File: src/hdl/qlu_pkg.sv
package qlu_pkg;

	// Table geometry. The state and action counts are powers of two, so an
	// entry address is the state index with the action index appended.
	localparam int NUM_STATES  = 1024;
	localparam int NUM_ACTIONS = 8;
	localparam int STATE_W     = $clog2(NUM_STATES);
	localparam int ACT_W       = $clog2(NUM_ACTIONS);
	localparam int COUNT_W     = ACT_W + 1;
	localparam int TAB_AW      = STATE_W + ACT_W;

	localparam int VAL_W  = 32;
	localparam int RATE_W = 17;
	localparam int ACC_W  = VAL_W + ACT_W;

	localparam logic [RATE_W-1:0] RATE_ONE       = 17'd65536;
	localparam logic [RATE_W-1:0] LEARN_RATE_RST = 17'd6554;

	typedef logic signed [VAL_W-1:0] value_t;
	typedef logic [RATE_W-1:0]       rate_t;

	typedef enum logic [1:0] {
		REG_LEARN_RATE = 2'd0,
		REG_DISCOUNT   = 2'd1,
		REG_INIT_VALUE = 2'd2,
		REG_BDP_MODE   = 2'd3
	} cfg_reg_t;

	typedef enum logic [3:0] {
		ST_CLEAR,
		ST_IDLE,
		ST_RD_S,
		ST_RD_NS,
		ST_DECIDE,
		ST_FILL_S,
		ST_FILL_NS,
		ST_SCAN,
		ST_RD_OLD,
		ST_MUL_G,
		ST_DELTA,
		ST_MUL_A,
		ST_FINISH
	} qlu_state_t;

	typedef struct packed {
		logic              we;
		logic [TAB_AW-1:0] waddr;
		value_t            wdata;
		logic [TAB_AW-1:0] raddr;
	} tab_req_t;

	typedef struct packed {
		logic               we;
		logic [STATE_W-1:0] waddr;
		logic               wdata;
		logic [STATE_W-1:0] raddr;
	} seen_req_t;

	typedef struct packed {
		logic             issue;
		logic [ACT_W-1:0] idx;
		logic             sum_mode;
		logic             want_min;
	} scan_ctl_t;

	typedef struct packed {
		logic ld_g;
		logic ld_delta;
		logic ld_a;
		logic bootstrap;
	} upd_ctl_t;

	function automatic rate_t clamp_rate(input rate_t r);
		return (r > RATE_ONE) ? RATE_ONE : r;
	endfunction

endpackage

File: src/hdl/qlu_scan.sv
module qlu_scan (
	input  logic                              clk,
	input  logic                              arst_n,
	input  qlu_pkg::scan_ctl_t               ctl,
	input  qlu_pkg::value_t                  rdata,
	output logic signed [qlu_pkg::ACC_W-1:0] acc,
	output logic [qlu_pkg::ACT_W-1:0]        best
);
	import qlu_pkg::*;

	logic                    valid_s1;
	logic [ACT_W-1:0]        idx_s1;
	logic                    sum_mode_s1;
	logic                    want_min_s1;
	logic signed [ACC_W-1:0] acc_q;
	logic [ACT_W-1:0]        best_q;
	logic signed [ACC_W-1:0] rdata_ext;
	value_t                  acc_val;
	logic                    take;

	always_ff @(posedge clk or negedge arst_n) begin
		if (!arst_n) begin
			valid_s1 <= 1'b0;
		end else begin
			valid_s1 <= ctl.issue;
		end
	end

	always_ff @(posedge clk) begin
		idx_s1      <= ctl.idx;
		sum_mode_s1 <= ctl.sum_mode;
		want_min_s1 <= ctl.want_min;
	end

	// Entries arrive in the cycle after their address was issued. Strict
	// compares keep the lowest index on a tie.
	always_comb begin
		rdata_ext = ACC_W'(rdata);
		acc_val   = acc_q[VAL_W-1:0];
		if (want_min_s1) begin
			take = (rdata < acc_val);
		end else begin
			take = (rdata > acc_val);
		end
	end

	always_ff @(posedge clk) begin
		if (valid_s1) begin
			if (idx_s1 == '0) begin
				acc_q  <= rdata_ext;
				best_q <= '0;
			end else if (sum_mode_s1) begin
				acc_q <= acc_q + rdata_ext;
			end else if (take) begin
				acc_q  <= rdata_ext;
				best_q <= idx_s1;
			end
		end
	end

	assign acc  = acc_q;
	assign best = best_q;

endmodule

File: config.mk
export PLATFORM = sky130hd
export DESIGN_NAME = qlu_scan
export DESIGN_NICKNAME = d
export VERILOG_FILES = /design/src/hdl/qlu_pkg.sv /design/src/hdl/qlu_scan.sv
export SDC_FILE = /design/constraint.sdc
export NUM_CORES = 1
export LEC_CHECK = 0
export ABC_CLOCK_PERIOD_IN_PS = 7900
export BUFFER_PORTS_ARGS = -buffer_cell sky130_fd_sc_hd__buf_2
export CAP_MARGIN = 5
export CORE_MARGIN = 1
export CORE_UTILIZATION = 46
export CTS_CLUSTER_SIZE = 20
export DETAILED_ROUTE_END_ITERATION = 10
export GPL_ROUTABILITY_DRIVEN = 0
export GPL_TIMING_DRIVEN = 0
export MAX_ROUTING_LAYER = met4
export PLACE_DENSITY = 0.68
export SLEW_MARGIN = 20
export SYNTH_ARGS = -nofsm -noshare
export SYNTH_HDL_FRONTEND = slang
export SYNTH_SLANG_ARGS = --single-unit
File: constraint.sdc
create_clock -name clk -period 7.9 [get_ports clk]
set_clock_uncertainty 0.15 [all_clocks]
set_input_delay 1.185 -clock clk [delete_from_list [all_inputs] [get_ports clk]]
set_output_delay 1.185 -clock clk [all_outputs]
set_load 0.01 [all_outputs]
Word-level counts from Yosys, hierarchy flattened
Cells that the tools add are included.
{"block": "op_classes", "addsub": 1, "order_cmp": 2, "n_eq_ne": 1, "muxes": 6, "n_reduce_logical": 5}
{"op": "$mux 35", "count": 3}
{"op": "$add 35x32->35", "count": 1}
{"op": "$gt 32x32->1", "count": 1}
{"op": "$lt 32x32->1", "count": 1}
{"op": "$mux 3", "count": 2}
{"op": "$logic_not 3->1", "count": 1}
{"op": "$reduce_and 3->1", "count": 1}
{"op": "$reduce_bool 3->1", "count": 1}
{"op": "$ne 2x1->1 const B", "count": 1}
{"op": "$reduce_and 2->1", "count": 1}
{"op": "$reduce_bool 2->1", "count": 1}
{"op": "$mux 1", "count": 1}
{"block": "totals", "regBits": 44, "in_bits": 40, "out_inout_bits": 38, "word_cells": 21}

Longest topological paths before layout
{"block": "logic_depth", "depth_word": 5, "depth_mapped": 12, "depth_no_buf": 11}

Worst setup path after synthesis
Ideal clock, no wire load.
{"block": "synth_timing", "path_kind": "input-to-reg", "from": "input rdata[15]", "to": "register acc_q[0] (netlist: acc[0]), enable pin", "setup_ns": 0.481, "arrival_time_ns": 5.378, "required_ns": 7.269, "setup_slack_ns": 1.891, "stages": 9, "path_buffers": 1, "path_cell_list": "ha_1 clkbuf_2 nand4_1 or4_1 a211oi_1 o31ai_1 a31oi_1 mux2i_1 a21boi_0"}
{"block": "synth_via", "elab_chain_len": 4, "word_cells_on_any_way": 5, "cone_classes": "order compare (2); mux (1); reduce/logical (2)"}
{"item": "start: declaration", "line_no": "qlu_scan.sv:5", "source": "input qlu_pkg::value_t rdata,"}
{"item": "$gt 32x32->1 or $lt 32x32->1 (tied branches)", "line_no": "qlu_scan.sv:43, qlu_scan.sv:41"}
{"item": "$mux 1 (*)", "line_no": "qlu_scan.sv:40", "source": "if (want_min_s1) begin"}
{"item": "$reduce_bool 3->1 (no source line) (*)"}
{"item": "$reduce_and 2->1 (no source line) (*)"}
{"item": "end signal: assignment", "line_no": "qlu_scan.sv:50", "source": "acc_q <= rdata_ext;"}
{"item": "end signal: assignment", "line_no": "qlu_scan.sv:53", "source": "acc_q <= acc_q + rdata_ext;"}
{"item": "end signal: assignment", "line_no": "qlu_scan.sv:55", "source": "acc_q <= rdata_ext;"}
{"item": "end: declaration", "line_no": "qlu_scan.sv:15", "source": "logic signed [ACC_W-1:0] acc_q;"}
Every way passes the cells marked *; elsewhere a longest branch is shown, timed or not.
A chain may end at the register's enable or synchronous reset.

Worst setup path after layout
{"block": "layout_timing", "from": "input rdata[15]", "to": "register acc_q[18] (netlist: acc[18]), enable pin"}
The elaborated chain is that of the path after synthesis.

==> metrics <==
run status=finished clean; # H-tree levels=2; Final setup violation count=0; per-cell routed wire length=approximately 14 um; Leak=2.30 nW; Pins Over Slew Limit=0; Critical Path RT=between 7000 and 8000 ps; fmax=240 MHz; Worst Hold Depth=1; number of global-route vias before repair=3715; clk slew on worst S/H paths=100 ps; Worst Path Buf+Inv=3; core area=9280 um^2; share of cells above drive strength 1=between 10% and 20%; Clock Latency Late Sink=320 ps; Finished Layout Cells=730; Rel. slew slack=55.9%; CTS tree=done; first-pass GRT wire length=16.9 mm; Setup WS post-layout=3740 ps; Antenna Violating Nets Remaining=0; Final Instance Area=5120 um^2; Post-DP Area=5010 um^2; chip width=between 100 and 150 um; most numerous cell in the Yosys netlist=ha_1; Async SR Flop Fraction=2.27%; area delta synth->final=15.8%; WHS Endpoint=best[0]; Syn Inst Count=515; root buffer cell=clkbuf_8; cell family with most CP delay=compound AO/OA/AOI/OAI gates; FF-to-FF End=acc[18]; nets@finish=707; type of the worst setup path=primary input to register; die area=10000 um^2; antenna violations before repair=0; Yosys cell types=64; Most used DFF post-synth=edfxtp_1; initial core utilization=a little under half; Max-Cap Viols=0; Mapped Area=4420 um^2; worst reg2reg setup slack=approximately 4300 ps; post-DP HPWL=8.18 mm; I/O Pins=between 70 and 80; total grt overflow=0; min Tclk post-route=4160 ps; final worst-path cycle share=52.7%; Mapped Avg Cell Area=approximately 8.6 um^2; die height=100 um; pwr dens=around 180 nW/um^2; # rows=35; Worst Path Arrival=4040 ps; IO Port Bufs=77; hold-fix buffers at CTS=0; Post-Syn Nets=622; RSZ-0062 raised after global routing=no; power after layout=0.906 mW; Tightest Pin Transition=659 ps; top cell type's share of synthesized area=25.8%; flops & latches, synth=between 40 and 50; DRT iter0 DRCs=176; crit path cell chain=buf_2, ha_1, clkbuf_2, nand4_1, or4_1, a211oi_1, o31ai_1, a31oi_1, mux2i_1, a21boi_4, buf_16; slowest CP cell=a21boi_4; register area share after synthesis=between 20 and 30%; pre-CTS WS=3380 ps; TritonCTS buffer count=5; Final Hold Fails=0; max incr delay on CP=580 ps; # diodes=0; vias=3868; Area contributors post-synth=edfxtp_1, ha_1, a21oi_1; Worst Setup End Kind=register; Synth top cells by count=ha_1, inv_1, a21oi_1; clk buf depth=2; Post-synth EDFFs=38; Hold Crit Class=register to register; Worst Hold Launch=idx_s1[0]; gr usage total=a little over a fifth; Clock Sinks=44; r2r startpoint=acc[15]; Worst setup SP type=primary input; Initial DRT Pass Iterations=5; Sum Neg Setup Slack=0 ps; largest net degree at the start of global routing=21; Yosys Warn Count=0; Setup Buffers After CTS=0; r2r worst-path depth=11; # DRC=0; Peak VDD IR=0.0776 mV; post_cts resized=0; critical-path maximum fanout=20; dpl cells=slightly above 700; Yosys top cell by area=edfxtp_1; final wirelength=10.3 mm; vias per cell=5.30
[cell usage in the layout, fill, tap and decap left out, types with 2 or more instances in the layout]
cell type	Yosys	routed
buf_2	0	77
nand2b_1	6	6
o31ai_1	8	8
a211oi_1	3	3
nor3_1	10	10
ha_1	66	66
nor4b_1	2	2
clkbuf_1	9	9
dfxtp_1	5	5
a21oi_1	53	53
clkbuf_8	5	10
o21bai_1	15	15
o21a_1	3	3
clkinv_4	0	2
nand3_1	4	4
mux2i_1	3	3
o221a_2	2	2
nor2b_1	5	5
nand4_1	10	10
a31oi_1	3	3
or4_1	2	2
nor4_1	4	4
a21boi_0	4	3
inv_1	61	61
o21ai_0	44	44
buf_4	2	2
buf_6	2	2
xnor2_1	27	27
xor2_1	2	2
nor2_1	41	41
nand2_1	42	42
edfxtp_1	38	38
[stage by stage]
stage | hold slack, ps | utilization, %
floorplan | 333 | -
global placement | 339 | 53.5
detailed placement | 351 | 54.0
CTS | 375 | 55.2
global route | 398 | 55.2
finish | 368 | 55.2
[where the power goes]
| part | switching, mW | internal [mW] |
|---|---|---|
| clock | 0.0971 | 0.0830 |
| combinational | 0.238 | 0.178 |
| sequential | 0.0188 | 0.290 |
[final cells by class]
cell class,instances,area [um^2]
fillers,895,4160
plain buffers,19,145
flip-flops and latches,44,1270
clock buffers,6,93.8
multi-input cells,391,2800
well taps,129,161
repair buffers,78,413
inverters,61,229
clock inverters,2,17.5
[flip-flops by register name, summed over array words and instances (netlist names)]
signal	flops
sum_mode_s1	1
want_min_s1	1
best	3
acc	35
valid_s1	1
idx_s1	3
[layer usage]
layer | vias up | part of all wire [%] | routed length [um] | track usage, %
met5 | - | 0 | 0 | -
met4 | 0 | 1.1 | 110 | 5.24
met3 | 9 | 3.8 | 387 | 2.23
met2 | 87 | 47 | 4830 | 35.9
met1 | 1788 | 48 | 4980 | 29.1
li1 | 1984 | - | - | -
[worst max path at each step]
stage	start	to	slack (ps)	cells past startpoint
finish	rdata[15]	acc[18]	3740	11
global route	rdata[15]	acc[18]	3580	11
CTS	rdata[15]	acc[32]	3710	11
detailed placement	rdata[15]	acc[18]	3380	11
global placement	rdata[15]	acc[18]	-9	10
floorplan	rdata[15]	acc[0]	1890	9
[cell families after synthesis]
group | synth area share (%)
xor+xnor | 5.74
mux | 0.933
buf+inv | 8.46
simple gates | 14.9
compound gates | 22.2
fa+ha+maj | 19.1
flops | 28.6
Power figures use the tool's default switching activity.
