--- src/hdl/qlu_pkg.sv ---
package qlu_pkg;

	// Table geometry. The state and action counts are powers of two, so an
	// entry address is the state index with the action index appended.
	localparam int NUM_STATES  = 1024;
	localparam int NUM_ACTIONS = 8;
	localparam int STATE_W     = $clog2(NUM_STATES);
	localparam int ACT_W       = $clog2(NUM_ACTIONS);
	localparam int COUNT_W     = ACT_W + 1;
	localparam int TAB_AW      = STATE_W + ACT_W;

	localparam int VAL_W  = 32;
	localparam int RATE_W = 17;
	localparam int ACC_W  = VAL_W + ACT_W;

	localparam logic [RATE_W-1:0] RATE_ONE       = 17'd65536;
	localparam logic [RATE_W-1:0] LEARN_RATE_RST = 17'd6554;

	typedef logic signed [VAL_W-1:0] value_t;
	typedef logic [RATE_W-1:0]       rate_t;

	typedef enum logic [1:0] {
		REG_LEARN_RATE = 2'd0,
		REG_DISCOUNT   = 2'd1,
		REG_INIT_VALUE = 2'd2,
		REG_BDP_MODE   = 2'd3
	} cfg_reg_t;

	typedef enum logic [3:0] {
		ST_CLEAR,
		ST_IDLE,
		ST_RD_S,
		ST_RD_NS,
		ST_DECIDE,
		ST_FILL_S,
		ST_FILL_NS,
		ST_SCAN,
		ST_RD_OLD,
		ST_MUL_G,
		ST_DELTA,
		ST_MUL_A,
		ST_FINISH
	} qlu_state_t;

	typedef struct packed {
		logic              we;
		logic [TAB_AW-1:0] waddr;
		value_t            wdata;
		logic [TAB_AW-1:0] raddr;
	} tab_req_t;

	typedef struct packed {
		logic               we;
		logic [STATE_W-1:0] waddr;
		logic               wdata;
		logic [STATE_W-1:0] raddr;
	} seen_req_t;

	typedef struct packed {
		logic             issue;
		logic [ACT_W-1:0] idx;
		logic             sum_mode;
		logic             want_min;
	} scan_ctl_t;

	typedef struct packed {
		logic ld_g;
		logic ld_delta;
		logic ld_a;
		logic bootstrap;
	} upd_ctl_t;

	function automatic rate_t clamp_rate(input rate_t r);
		return (r > RATE_ONE) ? RATE_ONE : r;
	endfunction

endpackage

--- src/hdl/qlu_update.sv ---
module qlu_update (
	input  logic                              clk,
	input  qlu_pkg::upd_ctl_t                ctl,
	input  logic signed [qlu_pkg::ACC_W-1:0] acc,
	input  logic                              sum_mode,
	input  qlu_pkg::rate_t                   gamma,
	input  qlu_pkg::rate_t                   alpha,
	input  qlu_pkg::value_t                  reward,
	input  qlu_pkg::value_t                  old_value,
	output qlu_pkg::value_t                  next_value,
	output qlu_pkg::value_t                  new_value,
	output logic                              saturated
);
	import qlu_pkg::*;

	localparam int PG_W = VAL_W + RATE_W + 1;
	localparam int RG_W = PG_W - 16;
	localparam int TG_W = RG_W + 1;
	localparam int DL_W = TG_W + 1;
	localparam int PA_W = DL_W + RATE_W + 1;
	localparam int RA_W = PA_W - 16;
	localparam int NV_W = RA_W + 1;

	localparam value_t VAL_MAX = {1'b0, {(VAL_W-1){1'b1}}};
	localparam value_t VAL_MIN = {1'b1, {(VAL_W-1){1'b0}}};

	value_t                 vnext_c;
	logic                   sum_clamp_c;
	logic signed [PG_W-1:0] rnd_g_full;
	logic signed [RG_W-1:0] rnd_g;
	logic signed [TG_W-1:0] target;
	logic signed [PA_W-1:0] rnd_a_full;
	logic signed [RA_W-1:0] rnd_a;
	logic signed [NV_W-1:0] nv_full;
	logic                   nv_clamp;

	value_t                 vnext_s1;
	logic                   sum_sat_s1;
	value_t                 old_s1;
	logic signed [PG_W-1:0] prod_g_s1;
	logic signed [DL_W-1:0] delta_s2;
	logic signed [PA_W-1:0] prod_a_s3;

	// Bootstrap value: the chosen entry, or in sum mode the sum of entries clamped to 32 bits.
	always_comb begin
		sum_clamp_c = 1'b0;
		vnext_c     = acc[VAL_W-1:0];
		if (sum_mode && (acc[ACC_W-1:VAL_W-1] != '0) && (acc[ACC_W-1:VAL_W-1] != '1)) begin
			sum_clamp_c = 1'b1;
			vnext_c     = acc[ACC_W-1] ? VAL_MIN : VAL_MAX;
		end
	end

	// Rounding to nearest with halves up is an arithmetic shift of p + 1/2.
	always_comb begin
		rnd_g_full = prod_g_s1 + PG_W'(32768);
		rnd_g      = rnd_g_full[PG_W-1:16];
		target     = TG_W'(reward) + (ctl.bootstrap ? TG_W'(rnd_g) : TG_W'(0));
		rnd_a_full = prod_a_s3 + PA_W'(32768);
		rnd_a      = rnd_a_full[PA_W-1:16];
		nv_full    = NV_W'(old_s1) + NV_W'(rnd_a);
		nv_clamp   = (nv_full[NV_W-1:VAL_W-1] != '0) && (nv_full[NV_W-1:VAL_W-1] != '1);
		if (nv_clamp) begin
			new_value = nv_full[NV_W-1] ? VAL_MIN : VAL_MAX;
		end else begin
			new_value = nv_full[VAL_W-1:0];
		end
	end

	always_ff @(posedge clk) begin
		if (ctl.ld_g) begin
			vnext_s1   <= vnext_c;
			sum_sat_s1 <= sum_clamp_c;
			old_s1     <= old_value;
			prod_g_s1  <= PG_W'($signed({1'b0, gamma})) * PG_W'(vnext_c);
		end
		if (ctl.ld_delta) begin
			delta_s2 <= DL_W'(target) - DL_W'(old_s1);
		end
		if (ctl.ld_a) begin
			prod_a_s3 <= PA_W'($signed({1'b0, alpha})) * PA_W'(delta_s2);
		end
	end

	assign next_value = vnext_s1;
	assign saturated  = sum_sat_s1 | nv_clamp;

endmodule

--- config.mk ---
export PLATFORM = sky130hd
export DESIGN_NAME = qlu_update
export DESIGN_NICKNAME = d
export VERILOG_FILES = /design/src/hdl/qlu_pkg.sv /design/src/hdl/qlu_update.sv
export SDC_FILE = /design/constraint.sdc
export NUM_CORES = 2
export LEC_CHECK = 0
export ABC_AREA = 1
export BUFFER_PORTS_ARGS = -buffer_cell sky130_fd_sc_hd__buf_2
export CAP_MARGIN = 20
export CORE_MARGIN = 10
export CORE_UTILIZATION = 45
export CTS_BUF_LIST = sky130_fd_sc_hd__clkbuf_8
export CTS_CLUSTER_SIZE = 14
export DETAILED_ROUTE_END_ITERATION = 12
export GPL_ROUTABILITY_DRIVEN = 0
export PLACE_DENSITY_LB_ADDON = 0.08
export SLEW_MARGIN = 20
export SYNTH_ARGS = -nofsm -noshare
export SYNTH_HDL_FRONTEND = slang
export SYNTH_SLANG_ARGS = --single-unit
--- constraint.sdc ---
create_clock -name clk -period 19.8 [get_ports clk]
set_input_delay 0.99 -clock clk [delete_from_list [all_inputs] [get_ports clk]]
set_output_delay 0.99 -clock clk [all_outputs]
set_load 0.01 [all_outputs]
## Word level (Yosys, flattened, before mapping)

Cells that the tools add are included.

| word-level totals | value |
|---|---|
| register bits after elaboration | 205 |
| latch bits | 0 |
| memory bits (writable) | 0 |
| ROM bits | 0 |
| bits of input ports | 139 |
| output and inout port bits | 65 |
| logic and storage cells | 27 |
| memories kept | 0 |

| cells by class | value |
|---|---|
| add/sub/neg operators | 5 |
| $mul | 2 |
| divide/modulo/power cells | 0 |
| $lt $le $gt $ge | 0 |
| equality and inequality tests | 2 |
| shift operators | 0 |
| multiplexer cells | 6 |
| bitwise gates (word level) | 1 |
| reduce and logical (&&, ||, !) cells | 5 |

Operator list:

| kind | number |
|---|---|
| two-way mux 32 bit | 4 |
| adder 54 x 17 -> 54 bit (second input constant) | 1 |
| multiplier 18 x 36 -> 54 bit | 1 |
| adder 50 x 17 -> 50 bit (second input constant) | 1 |
| multiplier 18 x 32 -> 50 bit | 1 |
| adder 32 x 38 -> 39 bit | 1 |
| subtractor 35 x 32 -> 36 bit | 1 |
| adder 32 x 35 -> 35 bit | 1 |
| two-way mux 35 bit | 1 |
| != test 8 bit (second input constant) | 1 |
| nonzero test 8 bit | 1 |
| != test 4 bit (second input constant) | 1 |
| nonzero test 4 bit | 1 |
| logical AND 1 bit | 3 |
| two-way mux 1 bit | 1 |
| bitwise OR 1 bit | 1 |

## Logic depth before layout (Yosys ltp)

| depth | value |
|---|---|
| depth after elaboration | 5 |
| gate-level depth with buffers | 36 |
| gate-level depth less buffers | 36 |

## Worst setup path after synthesis

No wires, ideal clock.

| timing path | value |
|---|---|
| path type | input to register |
| start point | input acc[34] in the netlist's numbering |
| end point | register prod_g_s1[39], data pin |
| setup time | 0.265 ns |
| arrival time | 6.769 ns |
| required time | 19.535 ns |
| setup slack | 12.766 ns |
| stages on the path | 24 |
| path buffers | 2 |
| cell sequence | nor4_1 nor2_1 clkbuf_1 o21ai_0 clkbuf_1 nor2_1 fa_1 inv_1 fa_1 fa_1 inv_1 fa_1 fa_1 inv_1 fa_1 inv_1 ha_1 a21oi_1 o21ai_0 a21oi_1 nand3b_1 a21oi_1 o21ai_0 xor2_1 |

| between the ends | value |
|---|---|
| longest elaborated chain between the ends | 5 |
| elaborated cells between the ends (all ways) | 7 |
| classes of those cells | mul: 1; eq/ne: 1; mux: 2; reduce/logical: 3 |

Ends and longest elaborated chain:

| item | line | text |
|---|---|---|
| from (decl) | qlu_update.sv:4 | `input logic signed [qlu_pkg::ACC_W-1:0] acc,` |
| nonzero test 4 bit | qlu_update.sv:48 | `if (sum_mode && (acc[ACC_W-1:VAL_W-1] != '0) && (acc[ACC_W-1:VAL_W-1] != '1)) begin` |
| logical AND 1 bit (2 in a row) | qlu_update.sv:48 |  |
| two-way mux 32 bit (*) | qlu_update.sv:48 |  |
| multiplier 18 x 32 -> 50 bit (*) | qlu_update.sv:75 | `prod_g_s1 <= PG_W'($signed({1'b0, gamma})) * PG_W'(vnext_c);` |
| to (signal assigned) | qlu_update.sv:75 |  |
| to (decl) | qlu_update.sv:40 | `logic signed [PG_W-1:0] prod_g_s1;` |

Every way passes the cells marked *; elsewhere a longest branch is shown, timed or not.
A chain may end at the register's enable or synchronous reset.

## Final worst setup path

| timing path | value |
|---|---|
| start point | input acc[34] in the netlist's numbering |
| end point | register prod_g_s1[44], data pin |

| between the ends | value |
|---|---|
| longest elaborated chain between the ends | 5 |
| elaborated cells between the ends (all ways) | 7 |
| classes of those cells | mul: 1; eq/ne: 1; mux: 2; reduce/logical: 3 |

Ends and longest elaborated chain:

| item | line | text |
|---|---|---|
| nonzero test 4 bit | qlu_update.sv:48 |  |
| logical AND 1 bit (2 in a row) | qlu_update.sv:48 |  |
| two-way mux 32 bit (*) | qlu_update.sv:48 |  |
| net vnext_c[16] | qlu_update.sv:27 | `value_t vnext_c;` |
| multiplier 18 x 32 -> 50 bit (*) | qlu_update.sv:75 |  |

The timed path passes the listed nets; every way through them passes the cells marked *.

==> impl_metrics.json <==
{
  "status": "finished clean",
  "slew_headroom_pct": 31.5,
  "grt_util_all_layers_pct": 26.0,
  "grt_pass1_vias": 49000,
  "cpPeakStageDelay_ns": 0.58,
  "synthFlopType": "edfxtp_1",
  "synth_cell_type_count": 51,
  "min_path_type": "input pin to flop",
  "cts_root_buf": "clkbuf_8",
  "grt_max_degree": 65,
  "grt_pass1_wl_um": 277000,
  "tightest_slew_ns": 1.03,
  "postRouteAntennaNets": 0,
  "port_buffers": 203,
  "rows": 128,
  "drt-initial-drc-count": 2828,
  "cp_slowest_cell": "fa_1",
  "dieWidth_um": 370,
  "worstSetupPathType": "input pin to flop",
  "hold_start": "old_value[31]",
  "coreArea_um2": 122000,
  "synthesis.area_um2": 55000,
  "start_util_pct": 45.3,
  "nNetsFinal": 8733,
  "dpl.hpwl_um": 147000,
  "cts.repair.resized": 0,
  "wl_um": 175000,
  "cts_hold_buf": 0,
  "area_delta_synth_final_pct": 5.35,
  "fin_crit_ns": 8.27,
  "via_count": 45000,
  "finalCritPeriodShare_pct": 41.8,
  "maxCapViolCount": 0,
  "seq_area_frac_synth_pct": 9.55,
  "final.setup.worst_slack_ns": 11.53,
  "cp.depth": 25,
  "r2r_cells": 20,
  "path_clk_slew_ns": 0.13,
  "wire_per_inst_um": 19.9,
  "cp-end-kind": "flop",
  "grt-ovfl-total": 0,
  "antenna_found_initial": 18,
  "regToRegSetupSlack_ns": 13.08,
  "synth_nets": 8697,
  "hold_viol_final": 0,
  "fmax_ghz": 0.121,
  "crit_fanout": 33,
  "drt_pass1_iterations": 6,
  "avgSynthCellArea_um2": 7.74,
  "final_cell_mix": "inv_1, nand2_1, fa_1",
  "ys_async_sr_fraction_pct": 0,
  "path_buf_inv": 6,
  "setup_viol": 0,
  "placed_area_um2": 57500,
  "worstPathRequired_ns": 20.13,
  "cts_tree": "done",
  "die_h_um": 370,
  "slew_viol_final": 0,
  "setup_tns_ns": 0,
  "cp_top_family": "adder cells",
  "postCtsSetupRepairBufs": 0,
  "finClkSkew_ns": 0.0386,
  "syn_inst": 7110,
  "pre_cts_ws_ns": 10.86,
  "cp-start-kind": "input pin",
  "clock_latency_ns": 0.61,
  "rsz0062_at_grt": "false",
  "synth_edf_count": 175,
  "mostFrequentLayoutCell": "inv_1",
  "cts.sinks": 175,
  "post-route-cell-area_um2": 58000,
  "drc": 0,
  "dieArea_um2": 137000,
  "cts_inserted_buffers": 17,
  "drive_gt1_share_pct": 4.83,
  "cts_buffer_depth": 2,
  "synth-seq-cells": 175,
  "vias_per_cell": 5.11,
  "cp-endpoint": "prod_g_s1[44]",
  "cp.arrival_ns": 8.60,
  "rr_startpoint": "delta_s2[22]",
  "crit_start": "acc[34]",
  "r2r_end": "prod_a_s3[52]",
  "htreeDepth": 4,
  "crit_top_cell": "fa_1",
  "ios": 204,
  "yosys_warnings": 0
}
[layout make-up]
type                       instances  area (µm²)
multi-input combinational       4774       41600
inverter                        1936        7270
clock buffer                      17         234
tap                             1625        2030
fill                           12400       63600
clock inverter                    15         213
timing repair buffer             242        1310
sequential                       175        5260
antenna                           10        25.0
[registers in the layout (all words and copies together), names as in the netlist]
signal and flops:
prod_a_s3 39, delta_s2 36, prod_g_s1 35, next_value 32
old_s1 32, sum_sat_s1 1
[layer usage]
metal / vias to the layer above / part of all wire, % / track usage (%)
li1: 20900 / - / -
met1: 22500 / 40 / 31.7
met2: 1320 / 50 / 46.8
met3: 302 / 5.7 / 3.58
met4: 12 / 3.6 / 8.60
met5: - / 0.039 / 0
[worst min-delay path by stage]
stage	endpoint	cells past startpoint	slack (ns)
floorplan	delta_s2[0]	2	0.65
global placement	delta_s2[0]	2	0.91
detailed placement	delta_s2[0]	2	0.92
CTS	old_s1[30]	1	0.50
global route	old_s1[30]	1	0.52
finish	old_s1[31]	1	0.55
[cell usage after synthesis, types with 17 or more instances]
library cell  instances  area [µm²]
nand2_2              19         119
edfxtp_1            175        5260
xor2_1              138        1210
clkbuf_1            216         811
fa_1               1101       22000
nand2_1            1556        5840
xnor2_1              72         631
nor2_1              673        2530
or2_2                21         131
ha_1                347        4340
o21a_1               20         150
nor4_1               17         106
nor3_1               57         285
inv_1              1921        7210
nand3_1             118         591
a31oi_1              45         282
o21ai_0             150         751
a21oi_1             272        1360
nand4_1              34         213
a21o_1               26         195
[stage by stage]
step | instances | util, % | hold slack, ns
5_1_grt | 8786 | 47.7 | 0.523
3_5_place_dp | 8752 | 47.3 | 0.917
2_1_floorplan | 7110 | - | 0.651
6_report | 8794 | 47.7 | 0.549
3_3_place_gp | 8752 | 47.3 | 0.914
4_1_cts | 8784 | 47.7 | 0.501
[cells by family after synthesis]
kind of cell               synth area share, %
and+or+nand+nor                           18.4
buffers and inverters                     14.8
adders and majority gates                 47.9
AOI/OAI and AO/OA                         5.91
xor gates and xnor gates                  3.34
DFF                                       9.55
Power is not shown: default switching activity piles up to over one toggle a cycle in this logic, so the estimate is an artifact.
